<file path="config.mk">
export PLATFORM = sky130hd
export DESIGN_NAME = double_ended_queue_unit
export DESIGN_NICKNAME = d
export VERILOG_FILES = /design/src/rtl/deq_pkg.sv /design/src/rtl/deq_ctrl.sv /design/src/rtl/deq_datapath.sv /design/src/rtl/double_ended_queue_unit.sv
export SDC_FILE = /design/constraint.sdc
export NUM_CORES = 1
export LEC_CHECK = 0
export ABC_CLOCK_PERIOD_IN_PS = 11500
export BUFFER_PORTS_ARGS = -buffer_cell sky130_fd_sc_hd__buf_2
export CAP_MARGIN = 20
export CORE_ASPECT_RATIO = 0.6
export CORE_MARGIN = 5
export CORE_UTILIZATION = 55
export DETAILED_ROUTE_END_ITERATION = 12
export GPL_ROUTABILITY_DRIVEN = 1
export HOLD_SLACK_MARGIN = 0.02
export PLACE_DENSITY_LB_ADDON = 0.3
export SYNTH_ARGS = -nofsm -noshare
export SYNTH_HDL_FRONTEND = slang
export SYNTH_SLANG_ARGS = --single-unit
</file>
<file path="constraint.sdc">
create_clock -name clk -period 11.5 [get_ports clk]
set_clock_uncertainty 0.1 [all_clocks]
set_input_delay 1.15 -clock clk [delete_from_list [all_inputs] [get_ports clk]]
set_output_delay 1.15 -clock clk [all_outputs]
set_load 0.1 [all_outputs]
</file>
<file path="src/rtl/deq_pkg.sv">
package deq_pkg;

  // Default ring capacity
  localparam int unsigned DEQ_DEPTH = 16;

  // Field widths
  localparam int unsigned OP_W          = 3;
  localparam int unsigned WORD_W        = 32;
  localparam int unsigned ENTRY_COUNT_W = 5;

  // Operation codes; any other code behaves as peek
  localparam logic [OP_W-1:0] OP_PUSH_FRONT = 3'd0;
  localparam logic [OP_W-1:0] OP_PUSH_BACK  = 3'd1;
  localparam logic [OP_W-1:0] OP_POP_FRONT  = 3'd2;
  localparam logic [OP_W-1:0] OP_POP_BACK   = 3'd3;
  localparam logic [OP_W-1:0] OP_PEEK       = 3'd4;

  typedef struct packed {
    logic [OP_W-1:0]          operation;
    logic signed [WORD_W-1:0] item_value;
  } req_t;

  typedef struct packed {
    logic signed [WORD_W-1:0]  popped_value;
    logic                      popped_valid;
    logic signed [WORD_W-1:0]  front_value;
    logic signed [WORD_W-1:0]  back_value;
    logic                      not_empty;
    logic                      push_dropped;
    logic [ENTRY_COUNT_W-1:0]  entry_count;
  } rsp_t;

  typedef enum logic [1:0] {
    ST_IDLE,
    ST_READ,
    ST_FINISH
  } state_t;

  // Controller to datapath
  typedef struct packed {
    logic take;
    logic rd_en;
    logic load;
  } cmd_t;

  // Datapath to controller
  typedef struct packed {
    logic out_busy;
  } sts_t;

endpackage

</file>
<file path="src/rtl/deq_ctrl.sv">
module deq_ctrl
  import deq_pkg::*;
(
  input  logic clk,
  input  logic rst,
  input  logic req_valid,
  output logic req_stall,
  input  sts_t sts,
  output cmd_t cmd
);

  state_t state;
  state_t state_next;

  // Hold the sequencer state
  always_ff @(posedge clk) begin
    if (rst) begin
      state <= ST_IDLE;
    end else begin
      state <= state_next;
    end
  end

  // Advance through update, memory read and result load
  always_comb begin
    state_next = state;
    case (state)
      ST_IDLE: begin
        if (req_valid) begin
          state_next = ST_READ;
        end
      end
      ST_READ: begin
        state_next = ST_FINISH;
      end
      ST_FINISH: begin
        if (!sts.out_busy) begin
          state_next = ST_IDLE;
        end
      end
      default: begin
        state_next = ST_IDLE;
      end
    endcase
  end

  // Drive datapath commands and the request stall
  always_comb begin
    req_stall = 1'b1;
    cmd       = '0;
    case (state)
      ST_IDLE: begin
        req_stall = 1'b0;
        cmd.take  = req_valid;
      end
      ST_READ: begin
        cmd.rd_en = 1'b1;
      end
      ST_FINISH: begin
        cmd.load = !sts.out_busy;
      end
      default: begin
        req_stall = 1'b1;
      end
    endcase
  end

endmodule

</file>
<file path="src/rtl/deq_datapath.sv">
module deq_datapath
  import deq_pkg::*;
#(
  parameter int unsigned DEPTH = DEQ_DEPTH
) (
  input  logic clk,
  input  logic rst,
  input  req_t req_data,
  output logic rsp_valid,
  input  logic rsp_stall,
  output rsp_t rsp_data,
  input  cmd_t cmd,
  output sts_t sts
);

  localparam int unsigned AW = (DEPTH > 1) ? $clog2(DEPTH) : 1;
  localparam int unsigned CW = $clog2(DEPTH + 1);
  localparam int unsigned SW = CW + 1;

  localparam logic [SW-1:0] DEPTH_S = SW'(DEPTH);
  localparam logic [AW-1:0] LAST_IX = AW'(DEPTH - 1);
  localparam logic [CW-1:0] FULL_C  = CW'(DEPTH);

  logic signed [WORD_W-1:0] mem [DEPTH];

  logic [AW-1:0] head;
  logic [AW-1:0] head_next;
  logic [CW-1:0] cnt;
  logic [CW-1:0] cnt_next;

  logic signed [WORD_W-1:0] front_q;
  logic signed [WORD_W-1:0] back_q;
  logic signed [WORD_W-1:0] rd_front;
  logic signed [WORD_W-1:0] rd_back;
  logic signed [WORD_W-1:0] popped;
  logic signed [WORD_W-1:0] popped_next;
  logic                     popped_ok;
  logic                     popped_ok_next;
  logic                     dropped;
  logic                     dropped_next;

  logic                     wr_en;
  logic [AW-1:0]            wr_addr;
  logic [SW-1:0]            tail_sum;
  logic [SW-1:0]            last_sum;
  logic [AW-1:0]            tail_ix;
  logic [AW-1:0]            last_ix;
  logic [AW-1:0]            head_dec;
  logic [AW-1:0]            head_inc;
  logic [OP_W-1:0]          op;

  // Fold a sum below twice the depth back into the ring
  function automatic logic [AW-1:0] ring_wrap(input logic [SW-1:0] s);
    logic [SW-1:0] r;
    r = (s >= DEPTH_S) ? (s - DEPTH_S) : s;
    return r[AW-1:0];
  endfunction

  // Ring positions around the head
  always_comb begin
    tail_sum = SW'(head) + SW'(cnt);
    last_sum = (cnt == '0) ? SW'(head) : (tail_sum - SW'(1));
    tail_ix  = ring_wrap(tail_sum);
    last_ix  = ring_wrap(last_sum);
    head_dec = (head == '0) ? LAST_IX : (head - AW'(1));
    head_inc = (head == LAST_IX) ? '0 : (head + AW'(1));
  end

  // Work out the pointer update, the store write and the popped word
  always_comb begin
    op             = req_data.operation;
    head_next      = head;
    cnt_next       = cnt;
    wr_en          = 1'b0;
    wr_addr        = tail_ix;
    popped_next    = '0;
    popped_ok_next = 1'b0;
    dropped_next   = 1'b0;
    if (op inside {OP_PUSH_FRONT, OP_PUSH_BACK}) begin
      if (cnt >= FULL_C) begin
        dropped_next = 1'b1;
      end else begin
        wr_en    = 1'b1;
        cnt_next = cnt + CW'(1);
        if (op == OP_PUSH_FRONT) begin
          head_next = head_dec;
          wr_addr   = head_dec;
        end
      end
    end else if (op inside {OP_POP_FRONT, OP_POP_BACK}) begin
      if (cnt != '0) begin
        popped_ok_next = 1'b1;
        cnt_next       = cnt - CW'(1);
        if (op == OP_POP_FRONT) begin
          popped_next = front_q;
          head_next   = head_inc;
        end else begin
          popped_next = back_q;
        end
      end
    end
  end

  // Update head and count on each accepted beat
  always_ff @(posedge clk) begin
    if (rst) begin
      head <= '0;
      cnt  <= '0;
    end else if (cmd.take) begin
      head <= head_next;
      cnt  <= cnt_next;
    end
  end

  // Capture the per-beat flags
  always_ff @(posedge clk) begin
    if (cmd.take) begin
      popped    <= popped_next;
      popped_ok <= popped_ok_next;
      dropped   <= dropped_next;
    end
  end

  // Write pushed words into the ring
  always_ff @(posedge clk) begin
    if (cmd.take && wr_en) begin
      mem[wr_addr] <= req_data.item_value;
    end
  end

  // Read the new front and back words
  always_ff @(posedge clk) begin
    if (cmd.rd_en) begin
      rd_front <= mem[head];
      rd_back  <= mem[last_ix];
    end
  end

  // Keep the current ends for the next pop
  always_ff @(posedge clk) begin
    if (cmd.load) begin
      front_q <= rd_front;
      back_q  <= rd_back;
    end
  end

  // Result register
  always_ff @(posedge clk) begin
    if (rst) begin
      rsp_valid <= 1'b0;
    end else if (cmd.load) begin
      rsp_valid <= 1'b1;
    end else if (!rsp_stall) begin
      rsp_valid <= 1'b0;
    end
  end

  always_ff @(posedge clk) begin
    if (cmd.load) begin
      rsp_data.popped_value <= popped;
      rsp_data.popped_valid <= popped_ok;
      rsp_data.front_value  <= (cnt != '0) ? rd_front : '0;
      rsp_data.back_value   <= (cnt != '0) ? rd_back : '0;
      rsp_data.not_empty    <= (cnt != '0);
      rsp_data.push_dropped <= dropped;
      rsp_data.entry_count  <= ENTRY_COUNT_W'(cnt);
    end
  end

  assign sts.out_busy = rsp_valid && rsp_stall;

endmodule

</file>
<file path="src/rtl/double_ended_queue_unit.sv">
// The sequence for each request is pointer update and store write, then the
// two-port read of the front and back slots, then the result load, which waits
// while the previous result is still stalled. A new request is taken only once
// the result of the last one has been loaded.
// Reset (rst, synchronous, active high) empties the queue; the slot store is
// not cleared, since words read from empty slots never reach the result.
module double_ended_queue_unit
  import deq_pkg::*;
#(
  parameter int unsigned DEPTH = DEQ_DEPTH
) (
  input  logic clk,
  input  logic rst,
  input  logic req_valid,
  output logic req_stall,
  input  req_t req_data,
  output logic rsp_valid,
  input  logic rsp_stall,
  output rsp_t rsp_data
);

  cmd_t cmd;
  sts_t sts;

  deq_ctrl u_ctrl (
    .clk       (clk),
    .rst       (rst),
    .req_valid (req_valid),
    .req_stall (req_stall),
    .sts       (sts),
    .cmd       (cmd)
  );

  deq_datapath #(
    .DEPTH (DEPTH)
  ) u_dp (
    .clk       (clk),
    .rst       (rst),
    .req_data  (req_data),
    .rsp_valid (rsp_valid),
    .rsp_stall (rsp_stall),
    .rsp_data  (rsp_data),
    .cmd       (cmd),
    .sts       (sts)
  );

endmodule

</file>
==> results of run 1 <==
## logic make-up after synthesis
family / synth area share [%]
flip-flops: 70.4
AND/OR/NAND/NOR: 10.0
multiplexers: 13.8
buffers and inverters: 1.97
AO/OA/AOI/OAI: 2.97
XOR/XNOR: 0.329
adder cells (fa/ha/maj): 0.456
## final timing paths
check	cells past startpoint	end	slack [ns]	start
worst max-delay path	12	u_dp.rd_back[24]	5.94	u_dp.head[1]
worst max register to register	12	u_dp.rd_back[24]	5.94	u_dp.head[1]
worst min-delay path	0	u_dp.rsp_data[87]	0.32	u_dp.popped[15]
worst min register to register	0	u_dp.rsp_data[87]	0.32	u_dp.popped[15]
## sequential cells by signal (all words and copies together) (netlist names)
register,cells
u_dp.rsp_valid,1
u_dp.popped_ok,1
u_dp.front_q,32
u_dp.rd_front,32
u_dp.rsp_data,104
u_dp.rd_back,32
u_dp.cnt,5
u_dp.popped,32
u_dp.mem,512
u_dp.back_q,32
u_ctrl.state,2
u_dp.dropped,1
u_dp.head,4
## power by group through the flow
stage / Sequential (mW) / Combinational (mW) / Clock [mW]
2_1_floorplan: 3.46 / 0.882 / 0
3_5_place_dp: 3.42 / 1.35 / 0
4_1_cts: 3.36 / 1.36 / 2.55
6_report: 3.36 / 1.38 / 2.52
3_3_place_gp: 3.42 / 1.31 / 0
5_1_grt: 3.36 / 1.47 / 2.69
## worst reg2reg max path, delay by kind of cell, from the launching register on
kind	cells	cell delay, ns
compound gates	3	1.29
buf+inv	3	1.26
flops	1	1.03
fa+ha+maj	2	0.78
simple gates	2	0.46
xor+xnor	1	0.32
mux	1	0.16
## cell type report
type | instances | area, µm² | area share [%]
Clock buffer | 87 | 1900 | 5.04
Clock inverter | 48 | 587 | 1.56
Antenna cell | 4 | 10.0 | 0.0265
Multi-Input combinational cell | 1193 | 9450 | 25.1
Inverter | 15 | 57.6 | 0.153
Timing Repair Buffer | 188 | 1050 | 2.78
Sequential cell | 790 | 23600 | 62.6
Tap cell | 828 | 1040 | 2.75
## through the flow
step                      cells  instance area (µm²)  power, mW  hold WS [ns]  utilization (%)
after floorplan            2132                33500       4.34         0.300                -
after global routing       3152                37700       7.52         0.325             62.2
after global placement     3013                35200       4.73         0.302             58.1
after CTS                  3148                37700       7.27         0.319             62.2
after detailed placement   3013                35200       4.77         0.305             58.1
final                      3153                37700       7.27         0.317             62.2
## placed cells by master, fill, tap and decap left out, types with 12 or more instances in the layout
cell / n
a21oi_1: 42
a32oi_1: 65
and2_1: 65
buf_2: 144
buf_4: 43
clkbuf_1: 12
clkbuf_16: 73
clkinv_1: 18
clkinv_2: 12
edfxtp_1: 778
inv_1: 12
mux2i_1: 101
mux4_2: 160
nand2_1: 453
nand3_1: 189
nor2_1: 16
nor2_4: 16
## per-layer routing
metal	vias up	GRT usage (%)	wire length, µm
met2	1419	36.8	37000
met4	6	7.24	2260
li1	8483	-	-
met3	186	9.59	12800
met1	10125	39.3	35100
met5	-	0	29
==> impl_results.md, run 1 <==
- Worst Path Arrival: 5.94 ns
- Startpoint Class: flop
- Top cells by area, synth: edfxtp_1 70%, mux4_2 11%, nand2_1 5.1%
- Die area: approximately 66000 µm²
- DR vias: 20219
- First-pass GRT wire length: 128000 µm
- Power density over the cells: roughly 190 nW/µm²
- Routed wire length per instance: about 28 µm
- GR Overflow Total: 0
- Max Cap Violations: 0
- Setup crit end kind: flop
- Most frequent cells after synthesis: 778 x edfxtp_1, 453 x nand2_1, 189 x nand3_1
- Core area: just over 60000 µm²
- Most frequent cell after synthesis: edfxtp_1
- Cell Rows: 70
- Hold Path Class: reg -> reg
- Setup Buffers After CTS: 0
- Slowest cell on crit path: dfxtp_4
- Share of power burned in registers: between 40% and 50%
- Post-synthesis sequential area ratio: 70.4%
- Final Hold Viols: 0
- Cells after Synth: 2132
- Clk network pwr share: 34.7%
- P_int: between 5 and 6 mW
- Crit Path Class: reg -> reg
- Post-synth top area cell: edfxtp_1
- Worst Path Required: ~12 ns
- Clock buffer depth: 3
- Final WL: just under 90000 µm
- # IOs: ~150
- Crit path buffers/inverters: 3
- Max IR drop VDD: between 0.1 and 0.15 mV
- Status: finished clean
- Setup repair after global routing missed its margin: false
- Comb power frac: about a fifth
- Placer Congestion: roughly 0.88
- Final worst slack: 5.94 ns
- # H-tree levels: 3
- Yosys Warn Count: 0
- CTS tree: yes
- Max-Slew Margin vs Limit: between 20% and 30%
- DRT antenna net count: 0
- FILL cells: around 4300
- Final setup fails: 0
- Hold-fix buffers, CTS: 0
- Root buffer cell: clkbuf_16
- Switching share of power: between 20% and 30%
- Crit-path max FO: 66
- Crit-path cells: fa_1 > inv_1 > ha_1 > xnor3_1 > a21oi_1 > a21o_4 > buf_4 > nor2_2 > buf_4 > a32oi_1 > nand3_1 > mux2i_1
- Total CTS buffers: 73
- Die H: about 200 µm
- Clk_lat worst skew: between 0.6 and 0.7 ns
- Starting Density: about 55%
- DIE WIDTH: between 300 and 400 µm
- DRC violations left: 0
- Syn_nets: between 2000 and 2500
- Worst slew pin tran: 1.08 ns
- Crit path time final: ~5.6 ns
- Total Routing Usage GR: a little over a quarter
- Post-Place Worst Slack: about 6 ns
- LEAKAGE: between 10 and 15 nW
- Fraction of layout cells with a size suffix above 1: approximately a fifth
- Avg Inst Size Synth: 15.7 µm²
- Final-stage net count: about 2300
- # port buffers: around 140
- Initial antenna violation count: 13
- Vias in the first global route: ~20000
- Via density per instance: 6.41
- Number of register bits inferred by synthesis: 790
- Slew Limit Fails: 0
- Net Sw Power: ~2.1 mW
- Largest net degree at the start of global routing: 86
- Reg clk slew, reported paths: 0.06 ns
- Delay-heaviest family, CP: compound AO/OA/AOI/OAI gates
- Post-synth EDFFs: 778
- Fraction of registers with async set/reset: 0%
- Initial DRC count: approximately 3000
- F_max: about 0.18 GHz
- Synth Flop Type: edfxtp_1
- Setup_tns: 0 ns
- Crit-path max cell delay: approximately 1 ns
- Most frequent cell on the critical path: buf_4
- CTS sink count: 790
- DR pass1 iterations: 6
- Layout area overhead: 12.5%
- Netlist cell types: 45
- Tcrit/Tclk final: around 48%
- Top cell type's share of synthesized area: a little over two thirds
- DP HPWL: a little over 50000 µm
- Post-cts gate resize count: 0
- Mapped cell area: around 34000 µm²
(Power assumes the default switching activity.)
==> run 2: changes to the inputs <==
ABC_CLOCK_PERIOD_IN_PS = 5700   (was 11500)
clock period = 5.7 ns   (was 11.5 ns; I/O delays follow)
==> run 2 against run 1 <==
  * Count of clock-buffer cells in the layout rose by 4
  * Critical path depth rose by 1
  * Core utilization rose by 0.079 points
  * Maximum frequency rose by 25%
  * Sequential share of layout area fell by 0.079 points
  * Via count rose by 0.65%
  * Global-route usage rose by 0.65 points
  * Cell count rose by 0.13%
  * Critical path type unchanged
==> impl_results.md, run 2 (synthesis results as in run 1) <==
- Comb power frac: 19.7%
- Final Non-Filler Cells: roughly 3200
- Placer Congestion: 0.867
- Met2 wire len: about 37000 µm
- Worst Path Arrival: roughly 4.7 ns
- Post-cts gate resize count: 0
- Inst Count DP: slightly above 3000
- Largest regs: u_dp.mem (512), u_dp.rsp_data (104)
- DRC violations left: 0
- Final Hold Viols: 0
- Share of power burned in registers: a little under half
- # IOs: around 150
- DR pass1 iterations: 10
- Tcrit/Tclk final: between 70% and 80%
- Switching share of power: between 20 and 30%
- Starting Density: 55.3%
- Top reg by flops: u_dp.mem
- Largest net degree at the start of global routing: around 150
- Worst R2R Start: u_dp.head[0]
- Hold-fix buffers, CTS: 0
- Final worst slack: between 1 and 1.5 ns
- Clk_lat worst skew: ~0.64 ns
- Worst Setup SP: u_dp.head[0]
- Min Hold Slack: 0.156 ns
- Max-Slew Margin vs Limit: about 29%
- Startpoint Class: flop
- CTS sink count: approximately 800
- Crit Path Class: reg -> reg
- Final-stage net count: about 2300
- Worst slew pin tran: 1.06 ns
- Status: finished clean
- LEAKAGE: roughly 13 nW
- DIE WIDTH: 329 µm
- Final WL: ~89000 µm
- Post-Place Worst Slack: between 1 and 1.5 ns
- Initial DRC count: 3000
- Met3 wire len: about 14000 µm
- Max IR drop VDD: between 0.2 and 0.3 mV
- Clock buffer depth: 3
- Power density over the cells: between 300 and 400 nW/µm²
- F_max: roughly 0.23 GHz
- # H-tree levels: 3
- Hold Path Class: in -> reg
- # port buffers: 144
- Most common cell after layout, fill and taps aside: edfxtp_1
- P_int: between 10 and 15 mW
- Via density per instance: approximately 6.4
- Worst Path Required: between 5 and 6 ns
- DRT antenna net count: 0
- Routed wire length per instance: around 28 µm
- Max Cap Violations: 0
- Cell Rows: 70
- First-pass GRT wire length: roughly 130000 µm
- Setup crit end kind: flop
- Routed met1 length: 35100 µm
- Final Util: just over 60%
- Setup_tns: 0 ns
- Layout area overhead: 12.7%
- DP HPWL: between 50000 and 60000 µm
- Total CTS buffers: 73
- Vias in the first global route: ~20000
- Initial antenna violation count: 7
- Clk network pwr share: 33.4%
- Core area: around 61000 µm²
- Crit-path max FO: 35
- Final setup fails: 0
- Net Sw Power: ~4.2 mW
- Slew Limit Fails: 0
- GR Overflow Total: 0
- Largest register FFs: around 510
- Setup repair after global routing missed its margin: false
- Reg clk slew, reported paths: ~0.060 ns
- Most frequent cells in the layout: 778 x edfxtp_1, 453 x nand2_1, 189 x nand3_1
- Top Metal Used: met5
- Total Routing Usage GR: approximately 27%
- Fraction of layout cells with a size suffix above 1: between 20% and 30%
- Die area: approximately 66000 µm²
- Setup Buffers After CTS: 0
- Root buffer cell: clkbuf_16
- DR vias: 20351
- Crit path time final: between 4 and 5 ns
- Min-Delay Startpoint: rsp_stall
- Die H: between 200 and 250 µm
- CTS tree: yes
run 2: cell types whose count changed in the layout (fill, tap and decap cells not counted), moves of 2 or more:
| cell | delta |
|---|---|
| clkbuf_1 | +4 |
| clkinvlp_4 | +2 |
| clkbuf_16 | +2 |
| inv_16 | -4 |
| clkinv_1 | -3 |
| buf_4 | -7 |
| bufinv_16 | -5 |
| buf_12 | +12 |
| clkbuf_8 | -2 |
| clkinv_8 | +2 |
run 2: metrics by stage:
stage	area, µm²	total power [mW]
3_5_place_dp	35400	9.67
3_3_place_gp	35400	9.59
5_1_grt	37700	15.0
2_1_floorplan	33500	8.75
4_1_cts	37700	14.5
6_report	37800	14.5
run 2: power by group through the flow:
| stage | registers, mW | clock network (mW) | logic, mW |
|---|---|---|---|
| floorplan | 6.97 | 0 | 1.78 |
| global placement | 6.89 | 0 | 2.70 |
| detailed placement | 6.90 | 0 | 2.77 |
| CTS | 6.78 | 4.90 | 2.78 |
| global route | 6.80 | 5.15 | 3.02 |
| finish | 6.79 | 4.84 | 2.84 |
run 2: per-layer routing:
layer | vias to the layer above | GRT usage, %
met5 | - | 0
met4 | 4 | 8.08
met3 | 204 | 11.6
met2 | 1495 | 36.6
met1 | 10145 | 39.7
li1 | 8503 | -
run 2: area by class of cell:
| type | count | area [µm²] |
|---|---|---|
| Clock inverter | 42 | 407 |
| Antenna cell | 5 | 12.5 |
| Clock buffer | 91 | 1940 |
| Inverter | 15 | 57.6 |
| Multi-Input combinational cell | 1193 | 9450 |
| Fill cell | 4284 | 22900 |
| Tap cell | 828 | 1040 |
| Timing Repair Buffer | 193 | 1240 |
| Sequential cell | 790 | 23600 |
run 2: worst max-delay path, cell delays in order (launching register included):
cell     delay (ns)
dfxtp_4        0.49
ha_1           0.28
fa_1           0.55
inv_1          0.06
ha_1           0.21
xnor3_1        0.27
a21oi_1        0.08
a21o_4         0.39
nor2_2         0.74
buf_4          0.48
buf_4          0.22
a32oi_1        0.06
nand3_1        0.12
mux2i_1        0.08
run 2: final timing paths:
path,slack (ns),cells past startpoint,endpoint
worst min register to register,0.32,0,u_dp.rsp_data[80]
worst max-delay path,1.26,13,u_dp.rd_back[25]
worst min-delay path,0.16,3,u_dp.rsp_valid
worst max register to register,1.26,13,u_dp.rd_back[25]
